File: src/rtl/core/bounded_stack_with_palindrome_check_top_assert.svh
// Assertion macros for the stack block; each expects clk and rst in scope.
`ifndef BOUNDED_STACK_WITH_PALINDROME_CHECK_TOP_ASSERT_SVH
`define BOUNDED_STACK_WITH_PALINDROME_CHECK_TOP_ASSERT_SVH

// same-cycle implication
`define BSPC_ASSERT_IMPL(label, ante, cons, msg) \
  label: assert property (@(posedge clk) disable iff (rst) (ante) |-> (cons)) \
    else $error(msg);

// next-cycle implication
`define BSPC_ASSERT_NEXT(label, ante, cons, msg) \
  label: assert property (@(posedge clk) disable iff (rst) (ante) |=> (cons)) \
    else $error(msg);

`endif

File: src/rtl/core/bspc_pkg.sv
// Shared constants and types for the bounded stack block.
package bspc_pkg;

  localparam int DEPTH  = 8;
  localparam int ADDR_W = $clog2(DEPTH);
  localparam int CNT_W  = $clog2(DEPTH + 1);
  localparam int CAP_W  = 4;
  localparam int CMP_W  = (CNT_W > CAP_W) ? CNT_W : CAP_W;
  localparam int DATA_W = 32;

  localparam logic [CAP_W-1:0] CAP_RESET = CAP_W'(8);

  localparam logic [1:0] MODE_PUSH = 2'd0;
  localparam logic [1:0] MODE_POP  = 2'd1;
  localparam logic [1:0] MODE_DISP = 2'd2;
  localparam logic [1:0] MODE_PAL  = 2'd3;

  localparam logic [1:0] ST_OK  = 2'd0;
  localparam logic [1:0] ST_OVF = 2'd1;
  localparam logic [1:0] ST_UNF = 2'd2;

  typedef enum logic [2:0] {
    S_IDLE,
    S_ONE,
    S_POP,
    S_DISP,
    S_PAL
  } state_t;

endpackage

File: src/rtl/core/bspc_ram.sv
// Generic RAM: one write port, two registered read ports.
module bspc_ram #(
  parameter int WIDTH = 32,
  parameter int DEPTH = 8
) (
  input  logic                     clk,
  input  logic                     we,
  input  logic [$clog2(DEPTH)-1:0] waddr,
  input  logic [WIDTH-1:0]         wdata,
  input  logic [$clog2(DEPTH)-1:0] raddr0,
  input  logic [$clog2(DEPTH)-1:0] raddr1,
  output logic [WIDTH-1:0]         rdata0,
  output logic [WIDTH-1:0]         rdata1
);

  logic [WIDTH-1:0] mem [DEPTH];

  always_ff @(posedge clk) begin
    if (we) begin
      mem[waddr] <= wdata;
    end
    rdata0 <= mem[raddr0];
    rdata1 <= mem[raddr1];
  end

endmodule

File: src/rtl/core/bounded_stack_with_palindrome_check_top.sv
// Bounded LIFO stack with display and palindrome walk over a two-read RAM.
// Push, pop and palindrome on an empty stack: the result passes through S_ONE to the output register.
// Display of n entries: results from S_DISP, one per cycle while the output is not stalled,
//   paced by the RAM read port. Palindrome of n entries: cursors walk inward in S_PAL, then S_ONE.
// Push or pop: the next request is taken once the last result is loaded.
// Reset (rst, synchronous): stack empty, capacity 8; RAM contents are not cleared.
`include "bounded_stack_with_palindrome_check_top_assert.svh"

module bounded_stack_with_palindrome_check_top
  import bspc_pkg::*;
(
  input  logic                     clk,
  input  logic                     rst,
  input  logic                     cfg_we,
  input  logic [CAP_W-1:0]         cfg_data,
  input  logic                     in_valid,
  output logic                     in_ready,
  input  logic [1:0]               mode,
  input  logic signed [DATA_W-1:0] push_value,
  output logic                     out_valid,
  input  logic                     out_ready,
  output logic [1:0]               status,
  output logic signed [DATA_W-1:0] data,
  output logic                     is_palindrome,
  output logic                     last
);

  state_t state, state_next;

  logic [CAP_W-1:0]  capacity;
  logic [CNT_W-1:0]  count, count_next;
  logic [ADDR_W-1:0] addr0, addr0_next;
  logic [ADDR_W-1:0] addr1, addr1_next;
  logic [1:0]        res_status, res_status_next;
  logic              res_pal, res_pal_next;
  logic              same, same_next;

  logic              we;
  logic [DATA_W-1:0] rdata0, rdata1;

  logic              accept, slot_free, emit;
  logic [1:0]        e_status;
  logic [DATA_W-1:0] e_data;
  logic              e_pal, e_last;

  logic [CMP_W-1:0]  cap_ext, cap_eff;
  logic              overflow, empty, eq, pal_done;
  logic [CNT_W-1:0]  cnt_dec;
  logic [ADDR_W-1:0] top_addr;

  assign accept    = in_valid && in_ready;
  assign in_ready  = (state == S_IDLE);
  assign slot_free = !out_valid || out_ready;

  assign cap_ext  = CMP_W'(capacity);
  assign cap_eff  = (cap_ext < CMP_W'(DEPTH)) ? cap_ext : CMP_W'(DEPTH);
  assign overflow = CMP_W'(count) >= cap_eff;
  assign empty    = (count == '0);
  assign cnt_dec  = count - CNT_W'(1);
  assign top_addr = cnt_dec[ADDR_W-1:0];
  assign eq       = (rdata0 == rdata1);
  // the two cursors have met or crossed after this compare
  assign pal_done = ({1'b0, addr1} <= ({1'b0, addr0} + (ADDR_W + 1)'(1)));

  // RAM addresses are the next cursor values, so read data always matches addr0/addr1
  bspc_ram #(
    .WIDTH (DATA_W),
    .DEPTH (DEPTH)
  ) u_ram (
    .clk    (clk),
    .we     (we),
    .waddr  (count[ADDR_W-1:0]),
    .wdata  (push_value),
    .raddr0 (addr0_next),
    .raddr1 (addr1_next),
    .rdata0 (rdata0),
    .rdata1 (rdata1)
  );

  always_comb begin
    state_next = state;
    case (state)
      S_IDLE: begin
        if (accept) begin
          case (mode)
            MODE_PUSH: state_next = S_ONE;
            MODE_POP:  state_next = empty ? S_ONE : S_POP;
            MODE_DISP: state_next = empty ? S_ONE : S_DISP;
            default:   state_next = empty ? S_ONE : S_PAL;
          endcase
        end
      end
      S_ONE:  if (slot_free) state_next = S_IDLE;
      S_POP:  if (slot_free) state_next = S_IDLE;
      S_DISP: if (slot_free && addr0 == '0) state_next = S_IDLE;
      S_PAL:  if (pal_done) state_next = S_ONE;
      default: state_next = S_IDLE;
    endcase
  end

  always_comb begin
    we              = 1'b0;
    count_next      = count;
    addr0_next      = addr0;
    addr1_next      = addr1;
    res_status_next = res_status;
    res_pal_next    = res_pal;
    same_next       = same;
    emit            = 1'b0;
    e_status        = ST_OK;
    e_data          = '0;
    e_pal           = 1'b0;
    e_last          = 1'b1;
    case (state)
      S_IDLE: begin
        if (accept) begin
          res_pal_next = 1'b0;
          case (mode)
            MODE_PUSH: begin
              if (overflow) begin
                res_status_next = ST_OVF;
              end else begin
                we              = 1'b1;
                count_next      = count + CNT_W'(1);
                res_status_next = ST_OK;
              end
            end
            MODE_POP: begin
              if (empty) begin
                res_status_next = ST_UNF;
              end else begin
                addr0_next = top_addr;
                count_next = cnt_dec;
              end
            end
            MODE_DISP: begin
              if (empty) begin
                res_status_next = ST_UNF;
              end else begin
                addr0_next = top_addr;
              end
            end
            default: begin
              res_status_next = ST_OK;
              if (empty) begin
                res_pal_next = 1'b1;
              end else begin
                addr0_next = '0;
                addr1_next = top_addr;
                same_next  = 1'b1;
              end
            end
          endcase
        end
      end
      S_ONE: begin
        emit     = slot_free;
        e_status = res_status;
        e_pal    = res_pal;
      end
      S_POP: begin
        emit   = slot_free;
        e_data = rdata0;
      end
      S_DISP: begin
        emit   = slot_free;
        e_data = rdata0;
        e_last = (addr0 == '0);
        if (slot_free && addr0 != '0) begin
          addr0_next = addr0 - ADDR_W'(1);
        end
      end
      S_PAL: begin
        same_next = same && eq;
        if (pal_done) begin
          res_status_next = ST_OK;
          res_pal_next    = same && eq;
        end else begin
          addr0_next = addr0 + ADDR_W'(1);
          addr1_next = addr1 - ADDR_W'(1);
        end
      end
      default: begin
        emit = 1'b0;
      end
    endcase
  end

  always_ff @(posedge clk) begin
    if (rst) begin
      state     <= S_IDLE;
      count     <= '0;
      capacity  <= CAP_RESET;
      out_valid <= 1'b0;
      addr0     <= '0;
      addr1     <= '0;
    end else begin
      state <= state_next;
      count <= count_next;
      addr0 <= addr0_next;
      addr1 <= addr1_next;
      if (cfg_we) begin
        capacity <= cfg_data;
      end
      if (emit) begin
        out_valid <= 1'b1;
      end else if (out_ready) begin
        out_valid <= 1'b0;
      end
    end
  end

  always_ff @(posedge clk) begin
    res_status <= res_status_next;
    res_pal    <= res_pal_next;
    same       <= same_next;
    if (emit) begin
      status        <= e_status;
      data          <= e_data;
      is_palindrome <= e_pal;
      last          <= e_last;
    end
  end

  `BSPC_ASSERT_IMPL(a_count_bound, 1'b1, CMP_W'(count) <= CMP_W'(DEPTH), "count beyond depth")
  `BSPC_ASSERT_IMPL(a_mid_ok, out_valid && !last, status == ST_OK, "non-final result not ok")
  `BSPC_ASSERT_IMPL(a_pal_last, out_valid && is_palindrome, last, "palindrome flag on non-final")
  `BSPC_ASSERT_IMPL(a_pal_order, state == S_PAL, addr0 <= addr1, "palindrome cursors crossed")
  `BSPC_ASSERT_NEXT(a_pop_dec, accept && mode == MODE_POP && !empty,
                    count == $past(cnt_dec), "pop did not decrement count")

endmodule

File: config.mk
export PLATFORM = sky130hd
export DESIGN_NAME = bounded_stack_with_palindrome_check_top
export DESIGN_NICKNAME = d
export VERILOG_FILES = /design/src/rtl/core/bspc_pkg.sv /design/src/rtl/core/bspc_ram.sv /design/src/rtl/core/bounded_stack_with_palindrome_check_top.sv
export VERILOG_INCLUDE_DIRS = /design/src /design/src/rtl/core
export SDC_FILE = /design/constraint.sdc
export NUM_CORES = 1
export LEC_CHECK = 0
export CAP_MARGIN = 5
export CORE_UTILIZATION = 58
export DETAILED_ROUTE_END_ITERATION = 12
export DONT_BUFFER_PORTS = 1
export PLACE_DENSITY = 0.74
export SYNTH_ARGS = -nofsm -noshare
export SYNTH_HDL_FRONTEND = slang
export SYNTH_SLANG_ARGS = --single-unit
File: constraint.sdc
create_clock -name clk -period 5.2 [get_ports clk]
set_input_delay 0.52 -clock clk [delete_from_list [all_inputs] [get_ports clk]]
set_output_delay 0.52 -clock clk [all_outputs]
set_load 0.005 [all_outputs]
==> results.json <==
{
  "outcome": "finished clean",
  "synthFlopType": "edfxtp_1",
  "ys_warn_count": 0,
  "htree_levels": 2,
  "start_util_pct": 59.2,
  "dpl_worst_slack_ns": 1.44,
  "drtAntennaViolNets": 0,
  "drt-initial-drc-count": 1657,
  "cts_buffers": 40,
  "cts_buffer_depth": 3,
  "ir_worst_vdd_mv": 0.363,
  "max_freq_mhz": 260,
  "drv_slew": 0,
  "worstSetupPathType": "reg -> reg",
  "syn_avg_cell_area_um2": 11.7,
  "endpoint_kind": "register",
  "post-cts-setup-buffers": 0,
  "yosysSeqAreaShare_pct": 61.6,
  "die_x_um": 174,
  "synth_area_leader_cell": "edfxtp_1",
  "first_pass_iters": 6,
  "vias": 12128,
  "skew_ns": 0.0114,
  "drive_gt1_share_pct": 8.61,
  "setup_tns_ns": 0,
  "cp-start-kind": "register",
  "antenna_found_initial": 0,
  "worst_slack_ns": 1.36,
  "syn2layout_area_growth_pct": 9.81,
  "synthCells": 1463,
  "p_leak_nw": 7.19,
  "post_cts_resized": 0,
  "yosys.area.top_type_share_pct": 52.0,
  "grt_pass1_wl_mm": 67.3,
  "seq_area_mm2": 0.0105,
  "cts.clk_slew.worst_paths_ns": 0.06,
  "layout_commonest_cell": "edfxtp_1",
  "clock_sinks": 378,
  "multi_input_area_mm2": 0.00611,
  "holdBufCountCts": 0,
  "clk_latency_ns": 0.54,
  "dp_hpwl_mm": 25.6,
  "worstPathRequired_ns": 5.63,
  "setup_viol": 0,
  "synth_area_mm2": 0.0171,
  "wire_per_inst_um": 24.1,
  "rsz0062_at_grt": "no",
  "drt-total-wl_mm": 44.6,
  "grt_max_degree": 97,
  "hold_class": "in -> reg",
  "antennaDiodeCount": 0,
  "synth_edf_count": 296,
  "layout_common_cells": "edfxtp_1, nand2_1, nand3_1",
  "slew_headroom_pct": 38.3,
  "min_period_ns": 3.84,
  "synth_area_leaders": "edfxtp_1, dfxtp_1, mux2i_1",
  "p_total_mw": 7.89,
  "io_buffers": 0,
  "rows": 62,
  "dieArea_mm2": 0.0301,
  "grt_pass1_vias": 11637,
  "drc": 0,
  "gp_congestion": 0.916,
  "async_flop_share_pct": 0,
  "cap_violations": 0,
  "synth_fp_nets": 1523,
  "arrival_ns": 4.27,
  "viasPerCell": 6.56,
  "io_pins": 81,
  "synth_seq_cells": 378,
  "grt_usage_pct": 29.4,
  "fin_nets": 1492,
  "nFillCells": 2153,
  "design.core.area_mm2": 0.0289,
  "tightest_slew_ns": 0.918,
  "whs_ns": 0.0510,
  "die_h_um": 174,
  "hold_viol_final": 0,
  "clockRootBuffer": "clkbuf_16",
  "overflow": 0,
  "p_per_area_mw_per_mm2": 421,
  "worstPathMaxFanout": 63,
  "synth_cell_types": 72,
  "cts_tree": "done",
  "fin_crit_sh_pct": 73.9
}
-- power breakdown --
part	switching (mW)	leakage (nW)	internal, mW
Combinational	0.862	3.17	0.509
Sequential	0.194	3.38	3.54
Clock	1.14	0.640	1.65
-- area by class of cell --
type	count	area share, %
repair buffers	30	1.53
inverters	14	0.280
multi-input cells	968	32.6
clock buffers	59	6.16
flip-flops and latches	378	56.1
clock inverters	15	0.767
well taps	384	2.56
-- per-stage QoR --
step | utilization, % | cell area [um^2] | std cells
after global placement | 60.5 | 17500 | 1774
after floorplan | - | 17100 | 1463
final | 65.0 | 18800 | 1848
after detailed placement | 60.5 | 17500 | 1774
after CTS | 65.0 | 18800 | 1848
after global routing | 65.0 | 18800 | 1848
-- sequential cells by signal (all words and copies together) (netlist names) --
name and cells:
u_ram.rdata0 32, same 1, cap_ext 4, res_status 2
u_ram.rdata1 32, out_valid 1, is_palindrome 1, status 2
res_pal 1, u_ram.mem 256, last 1, addr1 3
count 4, state 3, addr0 3, data 32
-- kinds of logic (layout without fill, tap and decap cells) --
kind of cell,count (synthesis),in the layout,share of synthesized area (%)
multiplexers,105,105,6.15
AND/OR/NAND/NOR,564,564,16.0
XOR/XNOR,38,38,1.95
buffers and inverters,117,118,3.33
adder cells (fa/ha/maj),17,17,1.24
flip-flops,378,378,61.6
AO/OA/AOI/OAI,244,244,9.73
-- worst paths after layout --
path / start / to / slack (ns) / cells after the start
max: count[0] / u_ram.rdata1[27] / 1.36 / 10
min: rst / state[0] / 0.05 / 1
max reg2reg: count[0] / u_ram.rdata1[27] / 1.36 / 10
min reg2reg: cap_ext[0] / cap_ext[0] / 0.50 / 2
-- per-layer routing --
layer | part of all wire (%) | global-route usage (%)
met1 | 39 | 38.6
met5 | 0 | 0
met2 | 47 | 46.9
met3 | 10 | 6.03
met4 | 4.1 | 14.4
-- worst max-delay path, stage by stage (launching register included) --
cell and delay [ns]:
dfxtp_1 0.61, inv_1 0.19, ha_1 0.32, or3b_1 0.44, nand3_2 0.17, o211ai_1 0.24, o211a_4 0.83, buf_12 0.37
mux2i_1 0.29, a32oi_1 0.07, and3_1 0.16
-- synthesized netlist by cell type, drive strengths merged, types with 2 or more instances --
| cell type | count |
|---|---|
| o32a | 2 |
| nand3 | 142 |
| mux2i | 105 |
| o211a | 3 |
| a2111oi | 2 |
| o21ai | 74 |
| o211ai | 4 |
| buf | 60 |
| dfxtp | 82 |
| a21o | 4 |
| a311o | 32 |
| a41o | 2 |
| a21oi | 69 |
| inv | 14 |
| a31oi | 3 |
| nor3 | 6 |
| edfxtp | 296 |
| nor2 | 24 |
| xnor2 | 33 |
| nand4 | 13 |
| nor2b | 6 |
| a211oi | 3 |
| a21boi | 3 |
| clkbuf | 43 |
| and2 | 38 |
| nor4b | 2 |
| a32oi | 32 |
| and3 | 35 |
| nand4bb | 2 |
| o22ai | 2 |
| nor4 | 7 |
| nor3b | 5 |
| ha | 17 |
| nand2 | 271 |
| nand2b | 3 |
| xor2 | 5 |
Note: power is estimated with default switching activity, not from simulation.
